--- src/hdl/pcp_pkg.sv ---
`default_nettype none

package pcp_pkg;

  // Field widths of the stream payloads.
  localparam int SAMPLE_W   = 16;
  localparam int COEF_IDX_W = 6;
  localparam int COEF_W     = 16;
  localparam int CORR_W     = 39;
  localparam int DEV_W      = 23;
  localparam int MEAN_W     = 16;

  localparam int IN_DATA_W  = 40;
  localparam int OUT_DATA_W = 80;

  // Item kinds carried on in_tuser.
  localparam logic MODE_PUSH = 1'b0;
  localparam logic MODE_COEF = 1'b1;

  localparam logic signed [63:0] CORR_MAX = 64'sd274877906943;
  localparam logic signed [63:0] CORR_MIN = -64'sd274877906944;
  localparam logic [63:0]        DEV_MAX  = 64'd8388607;

  typedef enum logic [2:0] {
    ST_CLEAR,
    ST_IDLE,
    ST_SUM,
    ST_SUM_WAIT,
    ST_DIV,
    ST_CORR,
    ST_CORR_WAIT,
    ST_DONE
  } state_t;

  typedef struct packed {
    logic clear;      // zero both stores at the sweep counter
    logic push;       // write the new sample at the head
    logic tpl_wr;     // write one template coefficient
    logic rd;         // read one window position and advance the counter
    logic corr;       // the read belongs to the correlation pass
    logic div_start;
    logic div_step;
    logic mean_ld;
    logic out_ld;
  } cmd_t;

  typedef struct packed {
    logic cnt_last;
    logic pipe_busy;
    logic div_done;
    logic out_busy;
  } sts_t;

endpackage

`default_nettype wire

--- src/hdl/pcp_ctrl.sv ---
`default_nettype none

module pcp_ctrl (
  input  wire logic          clk,
  input  wire logic          rst_n,
  input  wire logic          in_tvalid,
  input  wire logic          in_mode,
  output logic               in_tready,
  input  wire pcp_pkg::sts_t sts,
  output pcp_pkg::cmd_t      cmd
);
  import pcp_pkg::*;

  state_t state_r, state_nxt;

  always_ff @(posedge clk) begin
    if (!rst_n) begin
      state_r <= ST_CLEAR;
    end else begin
      state_r <= state_nxt;
    end
  end

  always_comb begin
    state_nxt = state_r;
    unique case (state_r)
      ST_CLEAR: begin
        if (sts.cnt_last) state_nxt = ST_IDLE;
      end
      ST_IDLE: begin
        if (in_tvalid && in_mode == MODE_PUSH) state_nxt = ST_SUM;
      end
      ST_SUM: begin
        if (sts.cnt_last) state_nxt = ST_SUM_WAIT;
      end
      ST_SUM_WAIT: begin
        if (!sts.pipe_busy) state_nxt = ST_DIV;
      end
      ST_DIV: begin
        if (sts.div_done) state_nxt = ST_CORR;
      end
      ST_CORR: begin
        if (sts.cnt_last) state_nxt = ST_CORR_WAIT;
      end
      ST_CORR_WAIT: begin
        if (!sts.pipe_busy) state_nxt = ST_DONE;
      end
      ST_DONE: begin
        if (!sts.out_busy) state_nxt = ST_IDLE;
      end
      default: state_nxt = ST_CLEAR;
    endcase
  end

  always_comb begin
    cmd       = '0;
    in_tready = 1'b0;
    unique case (state_r)
      ST_CLEAR: begin
        cmd.clear = 1'b1;
      end
      ST_IDLE: begin
        in_tready  = 1'b1;
        cmd.push   = in_tvalid && in_mode == MODE_PUSH;
        cmd.tpl_wr = in_tvalid && in_mode == MODE_COEF;
      end
      ST_SUM: begin
        cmd.rd = 1'b1;
      end
      ST_SUM_WAIT: begin
        cmd.div_start = !sts.pipe_busy;
      end
      ST_DIV: begin
        cmd.div_step = !sts.div_done;
        cmd.mean_ld  = sts.div_done;
      end
      ST_CORR: begin
        cmd.rd   = 1'b1;
        cmd.corr = 1'b1;
      end
      ST_CORR_WAIT: begin
        cmd.corr = 1'b1;
      end
      ST_DONE: begin
        cmd.out_ld = !sts.out_busy;
      end
      default: begin
        cmd = '0;
      end
    endcase
  end

endmodule

`default_nettype wire

--- src/hdl/pcp_dp.sv ---
`default_nettype none

module pcp_dp #(
  parameter int WINDOW = 64
) (
  input  wire logic                                   clk,
  input  wire logic                                   rst_n,
  input  wire pcp_pkg::cmd_t                          cmd,
  output pcp_pkg::sts_t                               sts,
  input  wire logic signed [pcp_pkg::SAMPLE_W-1:0]    sample,
  input  wire logic        [pcp_pkg::COEF_IDX_W-1:0]  coef_index,
  input  wire logic signed [pcp_pkg::COEF_W-1:0]      coef_value,
  output logic signed      [pcp_pkg::CORR_W-1:0]      correlation,
  output logic             [pcp_pkg::DEV_W-1:0]       deviation_power,
  output logic signed      [pcp_pkg::MEAN_W-1:0]      window_mean,
  output logic                                        out_valid,
  input  wire logic                                   out_ready
);
  import pcp_pkg::*;

  localparam int AW  = $clog2(WINDOW);
  localparam int SW  = SAMPLE_W + AW;        // window sum
  localparam int DW  = SAMPLE_W + 1;         // sample minus mean
  localparam int PW  = DW + COEF_W;          // one product
  localparam int CAW = PW + AW;              // correlation accumulator
  localparam int DAW = SAMPLE_W + AW;        // deviation accumulator
  localparam int RSH = SW + AW;              // reciprocal scaling shift
  localparam int RW  = SW + 1;               // reciprocal width
  localparam logic [63:0] RECIP_WIDE =
    ((64'd1 << RSH) + 64'(WINDOW) - 64'd1) / 64'(WINDOW);
  localparam logic [RW-1:0] RECIP = RW'(RECIP_WIDE);

  logic signed [SAMPLE_W-1:0] win_mem [WINDOW];
  logic signed [COEF_W-1:0]   tpl_mem [WINDOW];

  logic [AW-1:0] cnt_r, head_r;
  logic          cnt_last;
  logic [AW:0]   rot_sum;
  logic [AW-1:0] win_raddr;
  logic          tpl_in_range;

  logic signed [SAMPLE_W-1:0] win_q_r;
  logic signed [COEF_W-1:0]   tpl_q_r;

  logic                rd_v_r, rd_corr_r, s1_v_r, s2_v_r;
  logic signed [DW-1:0]     d_r;
  logic signed [COEF_W-1:0] t_r;
  logic signed [PW-1:0]     prod_r;
  logic [SAMPLE_W-1:0]      absd_r;

  logic signed [SW-1:0]  total_r;
  logic signed [CAW-1:0] corr_acc_r;
  logic [DAW-1:0]        dev_acc_r;

  logic [SW-1:0]            mag_r;
  logic                     neg_r;
  logic                     div_pend_r;
  logic [SW+RW-1:0]         quo_prod;
  logic [MEAN_W:0]          mean_mag_r;
  logic signed [MEAN_W-1:0] mean_r;

  logic signed [63:0] corr_wide;
  logic [63:0]        dev_wide;
  logic signed [CORR_W-1:0] corr_sat;
  logic [DEV_W-1:0]         dev_sat;

  assign cnt_last     = cnt_r == AW'(WINDOW - 1);
  assign rot_sum      = {1'b0, head_r} + {1'b0, cnt_r};
  assign win_raddr    = !cmd.corr ? cnt_r :
                        (rot_sum >= (AW + 1)'(WINDOW)) ? AW'(rot_sum - (AW + 1)'(WINDOW)) :
                        AW'(rot_sum);
  assign tpl_in_range = {26'd0, coef_index} < 32'(WINDOW);

  // Sweep counter for the clearing pass and both read passes; it wraps to
  // zero after each pass, so every pass starts at position zero.
  always_ff @(posedge clk) begin
    if (!rst_n) begin
      cnt_r  <= '0;
      head_r <= '0;
    end else begin
      if (cmd.clear || cmd.rd) cnt_r <= cnt_last ? '0 : cnt_r + 1'b1;
      if (cmd.push) head_r <= (head_r == AW'(WINDOW - 1)) ? '0 : head_r + 1'b1;
    end
  end

  always_ff @(posedge clk) begin
    if (cmd.clear) begin
      win_mem[cnt_r] <= '0;
    end else if (cmd.push) begin
      win_mem[head_r] <= sample;
    end
    win_q_r <= win_mem[win_raddr];
  end

  always_ff @(posedge clk) begin
    if (cmd.clear) begin
      tpl_mem[cnt_r] <= '0;
    end else if (cmd.tpl_wr && tpl_in_range) begin
      tpl_mem[AW'(coef_index)] <= coef_value;
    end
    tpl_q_r <= tpl_mem[cnt_r];
  end

  always_ff @(posedge clk) begin
    if (!rst_n) begin
      rd_v_r    <= 1'b0;
      rd_corr_r <= 1'b0;
      s1_v_r    <= 1'b0;
      s2_v_r    <= 1'b0;
    end else begin
      rd_v_r    <= cmd.rd;
      rd_corr_r <= cmd.corr;
      s1_v_r    <= rd_v_r && rd_corr_r;
      s2_v_r    <= s1_v_r;
    end
  end

  always_ff @(posedge clk) begin
    d_r    <= DW'(win_q_r) - DW'(mean_r);
    t_r    <= tpl_q_r;
    prod_r <= d_r * t_r;
    absd_r <= d_r[DW-1] ? SAMPLE_W'(-d_r) : SAMPLE_W'(d_r);
  end

  always_ff @(posedge clk) begin
    if (cmd.push) begin
      total_r    <= '0;
      corr_acc_r <= '0;
      dev_acc_r  <= '0;
    end else begin
      if (rd_v_r && !rd_corr_r) total_r <= total_r + SW'(win_q_r);
      if (s2_v_r) begin
        corr_acc_r <= corr_acc_r + CAW'(prod_r);
        dev_acc_r  <= dev_acc_r + DAW'(absd_r);
      end
    end
  end

  // The magnitude of the window sum is divided by WINDOW through one multiply
  // with the rounded-up reciprocal; with the shift chosen this way the
  // quotient is exact for every magnitude that fits in SW bits.
  assign quo_prod = (SW + RW)'(mag_r) * (SW + RW)'(RECIP);

  always_ff @(posedge clk) begin
    if (!rst_n) begin
      div_pend_r <= 1'b0;
    end else if (cmd.div_start) begin
      div_pend_r <= 1'b1;
    end else if (cmd.div_step) begin
      div_pend_r <= 1'b0;
    end
  end

  always_ff @(posedge clk) begin
    if (cmd.div_start) begin
      neg_r <= total_r[SW-1];
      mag_r <= total_r[SW-1] ? SW'(-total_r) : SW'(total_r);
    end
    if (cmd.div_step) mean_mag_r <= (MEAN_W + 1)'(quo_prod >> RSH);
    if (cmd.mean_ld) mean_r <= neg_r ? MEAN_W'(-mean_mag_r) : MEAN_W'(mean_mag_r);
  end

  assign corr_wide = 64'(corr_acc_r);
  assign dev_wide  = 64'(dev_acc_r);

  always_comb begin
    if (corr_wide > CORR_MAX) begin
      corr_sat = CORR_W'(CORR_MAX);
    end else if (corr_wide < CORR_MIN) begin
      corr_sat = CORR_W'(CORR_MIN);
    end else begin
      corr_sat = CORR_W'(corr_wide);
    end
    dev_sat = (dev_wide > DEV_MAX) ? DEV_W'(DEV_MAX) : DEV_W'(dev_wide);
  end

  always_ff @(posedge clk) begin
    if (!rst_n) begin
      out_valid <= 1'b0;
    end else if (cmd.out_ld) begin
      out_valid <= 1'b1;
    end else if (out_ready) begin
      out_valid <= 1'b0;
    end
  end

  always_ff @(posedge clk) begin
    if (cmd.out_ld) begin
      correlation     <= corr_sat;
      deviation_power <= dev_sat;
      window_mean     <= mean_r;
    end
  end

  assign sts.cnt_last  = cnt_last;
  assign sts.pipe_busy = rd_v_r || s1_v_r || s2_v_r;
  assign sts.div_done  = !div_pend_r;
  assign sts.out_busy  = out_valid && !out_ready;

endmodule

`default_nettype wire

--- src/hdl/preamble_correlator_power.sv ---
`default_nettype none

// Mean-removed sliding correlator. A beat with in_tuser low pushes one sample
// into a window of the last WINDOW samples and yields one result beat: the
// window mean (sum divided by WINDOW, truncated toward zero), the correlation
// of the mean-removed window against the stored template (oldest sample with
// coefficient 0), and the sum of absolute deviations from the mean. A beat
// with in_tuser high writes one template coefficient and yields
// nothing; indexes at or above WINDOW are dropped. Items are handled one at a
// time: a push occupies the block through two passes over the window memory,
// a reciprocal multiply for the mean and the drain of the product pipeline.
// The finished result waits in an output register, so the next item is
// taken while it is still pending. After reset both stores are zeroed in a
// clearing pass before in_tready rises.
module preamble_correlator_power #(
  parameter int WINDOW = 64
) (
  input  wire logic                             clk,
  input  wire logic                             rst_n,
  input  wire logic                             in_tvalid,
  output logic                                  in_tready,
  // sample[15:0], coef_index[21:16], coef_value[37:22], zero fill above
  input  wire logic [pcp_pkg::IN_DATA_W-1:0]    in_tdata,
  // mode[0]
  input  wire logic                             in_tuser,
  output logic                                  out_tvalid,
  input  wire logic                             out_tready,
  // correlation[38:0], deviation_power[61:39], window_mean[77:62], zero fill above
  output logic [pcp_pkg::OUT_DATA_W-1:0]        out_tdata
);
  import pcp_pkg::*;

  cmd_t cmd;
  sts_t sts;

  logic signed [CORR_W-1:0] correlation;
  logic        [DEV_W-1:0]  deviation_power;
  logic signed [MEAN_W-1:0] window_mean;

  pcp_ctrl u_ctrl (
    .clk       (clk),
    .rst_n     (rst_n),
    .in_tvalid (in_tvalid),
    .in_mode   (in_tuser),
    .in_tready (in_tready),
    .sts       (sts),
    .cmd       (cmd)
  );

  pcp_dp #(
    .WINDOW (WINDOW)
  ) u_dp (
    .clk             (clk),
    .rst_n           (rst_n),
    .cmd             (cmd),
    .sts             (sts),
    .sample          (in_tdata[15:0]),
    .coef_index      (in_tdata[21:16]),
    .coef_value      (in_tdata[37:22]),
    .correlation     (correlation),
    .deviation_power (deviation_power),
    .window_mean     (window_mean),
    .out_valid       (out_tvalid),
    .out_ready       (out_tready)
  );

  assign out_tdata = {2'b00, window_mean, deviation_power, correlation};

  // A pending result is never overwritten.
  a_no_overwrite: assert property (@(posedge clk) disable iff (!rst_n)
    cmd.out_ld |-> !sts.out_busy)
    else $error("result loaded while the previous one is still pending");

  // The result is loaded only after the correlation pipeline has drained.
  a_drained: assert property (@(posedge clk) disable iff (!rst_n)
    cmd.out_ld |-> !sts.pipe_busy)
    else $error("result loaded with products still in flight");

  // A push keeps the input side closed for the following cycle.
  a_push_busy: assert property (@(posedge clk) disable iff (!rst_n)
    (in_tvalid && in_tready && in_tuser == MODE_PUSH) |=> !in_tready)
    else $error("input accepted right after a sample push");

endmodule

`default_nettype wire
--- config.mk ---
export PLATFORM = sky130hd
export DESIGN_NAME = preamble_correlator_power
export DESIGN_NICKNAME = d
export VERILOG_FILES = /design/src/hdl/pcp_pkg.sv /design/src/hdl/pcp_ctrl.sv /design/src/hdl/pcp_dp.sv /design/src/hdl/preamble_correlator_power.sv
export SDC_FILE = /design/constraint.sdc
export NUM_CORES = 2
export LEC_CHECK = 0
export ABC_AREA = 1
export ABC_CLOCK_PERIOD_IN_PS = 5900
export BUFFER_PORTS_ARGS = -buffer_cell sky130_fd_sc_hd__buf_2
export CORE_MARGIN = 2
export CORE_UTILIZATION = 36
export CTS_CLUSTER_DIAMETER = 150
export CTS_CLUSTER_SIZE = 12
export DETAILED_ROUTE_END_ITERATION = 10
export GPL_TIMING_DRIVEN = 0
export PLACE_DENSITY = 0.6
export SETUP_SLACK_MARGIN = 0.02
export SYNTH_ARGS = -nofsm -noshare
export SYNTH_HDL_FRONTEND = slang
export SYNTH_SLANG_ARGS = --single-unit
--- constraint.sdc ---
create_clock -name clk -period 5.9 [get_ports clk]
set_input_delay 0.295 -clock clk [delete_from_list [all_inputs] [get_ports clk]]
set_output_delay 0.295 -clock clk [all_outputs]
set_load 0.02 [all_outputs]
==> out/results.tsv <==
metric	value	unit
dpl cells	15200	
Max Buffers Root-to-Sink	4	
total track usage	23.7	%
maxcap violations	0	
CP Cell Sequence	clkbuf_4, nand2_1, inv_1, fa_1, inv_1, fa_1, inv_1, fa_1, fa_2, fa_1, inv_1, fa_1, inv_1, ha_1, a21o_1, o21bai_1, a21oi_2, o211ai_1, nand2_1, inv_1, o21bai_1, nand2_1	
Num CTS Buffers	221	
Skew-Pair Late Insertion Delay	990	ps
Worst R2R End	u_dp.prod_r[28]	
critical path peak fanout	10	
CP arrival	6480	ps
RePlAce Congestion	0.970	
row count	205	
Starting Density	36.1	%
DR iter-0 viols	10700	
first-pass GRT wire length	547000	um
Die Y	563	um
hpwl dp	279000	um
area leader, netlist	edfxtp_1	
worst path required time	6660	ps
Root Buffer	clkbuf_16	
Setup violations, final	0	
FFs w/ async S/R, synth	0	%
Worst Skew	115	ps
DR WL/cell	24.8	um
synth cell count leaders	edfxtp_1 (2174), nand2_1 (2063), inv_1 (1618)	
top cells by area, synth	edfxtp_1 (58%), nand2_1 (6.9%), inv_1 (5.4%)	
Most used DFF post-synth	edfxtp_1	
Worst Setup EP	u_dp.prod_r[28]	
reg-to-reg startpoint	u_dp.d_r[3]	
FF+latch count, synth	2392	
Core Area	311000	um2
vias in the first global route	77800	
DRC errors left	0	
worst slew pin tran	1390	ps
fin util	41.5	%
Max Freq	0.175	GHz
count of different cell masters after synthesis	46	
Reg2Reg Setup Slack	180	ps
Yosys Warn Count	0	
CP startpoint kind	flip-flop	
CTS tree	built	
Final nets	11800	
Critical Path Most Common Cell	inv_1	
htree depth	4	
Layout Cells excl Fill	15500	
synthesized cell area	112000	um2
GR Overflow Total	0	
Synth top area share	58.1	%
WL final	385000	um
syn avg cell area	10.4	um2
WS Path Type	reg2reg	
status	completed	
Die Width	563	um
Layout fillers	29600	
PortBufs	121	
Worst R2R Path Depth	22	
Via density	5.34	
Post-synth EDFFs	2174	
Hold Path Class	in2reg	
Final Hold Viols	0	
clk sinks	2392	
sequential element share of the synthesized area	61.9	%
Worst path max stage delay	590	ps
CP endpoint kind	flip-flop	
final period utilization	96.9	%
drt first pass iters	6	
headroom to the max-slew limit	7.13	%
Die ar.	317000	um2
vias	82800	
fraction of layout cells with a size suffix above 1	9.27	%
pin count of the biggest net entering global routing	50	
Critical path origin	u_dp.d_r[3]	
TNS Setup	0	ps
IO Count	127	
initial antenna violation count	29	
RSZ-0062 raised after global routing	true	
post-synthesis cell count	10800	
Reg clk slew, reported paths	70	ps
Area growth syn-to-layout	14.8	%
Final Max Slew Viols	0	
Critical Path Slowest Stage Cell	fa_1	
Antenna Nets Post-Route	0	
most common cell in the netlist	edfxtp_1	
Final min period	5720	ps
[cell families (layout without fill, tap and decap cells)]
logic type               Yosys count  after routing  share of synthesized area [%]
AO/OA/AOI/OAI                   1241           1241                           6.27
AND/OR/NAND/NOR                 4335           4335                           16.1
flip-flops                      2392           2392                           61.9
adder cells (fa/ha/maj)          465            465                           7.05
buffers and inverters           2203           2815                           7.66
XOR/XNOR                         130            130                           1.01
other                              1              7                        0.00333
[final cells by class]
cell class / count / area [um2] / share of cell area [%]
clock inverter: 14 / 265 / 0.205
tap: 4140 / 5180 / 4.01
sequential: 2392 / 69700 / 54.0
buffer: 542 / 2600 / 2.02
multi-input combinational: 6174 / 35000 / 27.1
inverter: 1629 / 6110 / 4.74
timing repair buffer: 347 / 4390 / 3.40
antenna: 4 / 10.0 / 0.00775
clock buffer: 283 / 5780 / 4.48
[cell usage in the layout (no fill, tap or decap), types with 52 or more instances in the layout]
master / n
nand4_1: 60
edfxtp_1: 2174
dfxtp_1: 187
o21ai_0: 674
ha_1: 174
nand2_1: 2056
nand3_1: 1139
o22ai_1: 151
nor2_1: 821
a21oi_1: 197
buf_12: 52
xor2_1: 91
nor2_2: 122
clkbuf_1: 328
buf_4: 56
inv_1: 1616
fa_1: 272
clkbuf_16: 222
o221ai_1: 105
buf_2: 311
buf_8: 77
[sequential cells by signal, summed over array words and instances, names as in the netlist, 17 cells and up]
register and count:
u_dp.corr_acc_r 39, u_dp.correlation 39, u_dp.d_r 17, u_dp.dev_acc_r 22
u_dp.deviation_power 22, u_dp.prod_r 33, u_dp.total_r 22, u_dp.tpl_mem 1024
u_dp.win_mem 1024
[how the worst min path moves through the flow]
stage	end	slack [ps]	from	cells past startpoint
after detailed placement	u_dp.t_r[1]	310	u_dp.tpl_q_r[1]	0
after global routing	u_dp.tpl_mem[22][9]	80	in_tdata[31]	3
after CTS	u_dp.tpl_mem[17][9]	30	in_tdata[31]	3
after floorplan	u_dp.t_r[0]	310	u_dp.tpl_q_r[0]	0
after global placement	u_dp.t_r[13]	310	u_dp.tpl_q_r[13]	0
final	u_dp.tpl_mem[17][9]	90	in_tdata[31]	3
[critical path, delay by kind of cell (launching register included)]
kind	cells	cell delay, ps
DFF	1	400
and+or+nand+nor	3	290
AOI/OAI and AO/OA	5	860
buffers and inverters	7	550
adders and majority gates	7	3440
[per-layer routing]
layer,share of wire (%),GRT usage [%]
met1,39,31.7
met3,11,4.94
met2,45,37.4
met5,0.047,0
met4,5.0,10.3
[per-stage QoR]
stage / hold WS [ps] / setup slack, ps / area [um2]
5_1_grt: 80.2 / -25.5 / 129000
6_report: 88.3 / 180 / 129000
3_3_place_gp: 310 / -2070 / 118000
4_1_cts: 32.5 / 22.0 / 129000
2_1_floorplan: 310 / 230 / 112000
3_5_place_dp: 312 / -961 / 122000
[what timing repair did]
action	CTS	global route
hold endpoints to repair	819	0
hold buffers	33	0
setup buffers	7	20
resized for setup	112	92
pin swaps	2	15
setup endpoints to repair	21	13
Power is left out: the tool's default activity adds up to more than one toggle a clock period on the data nets, which glitch-free logic cannot reach.
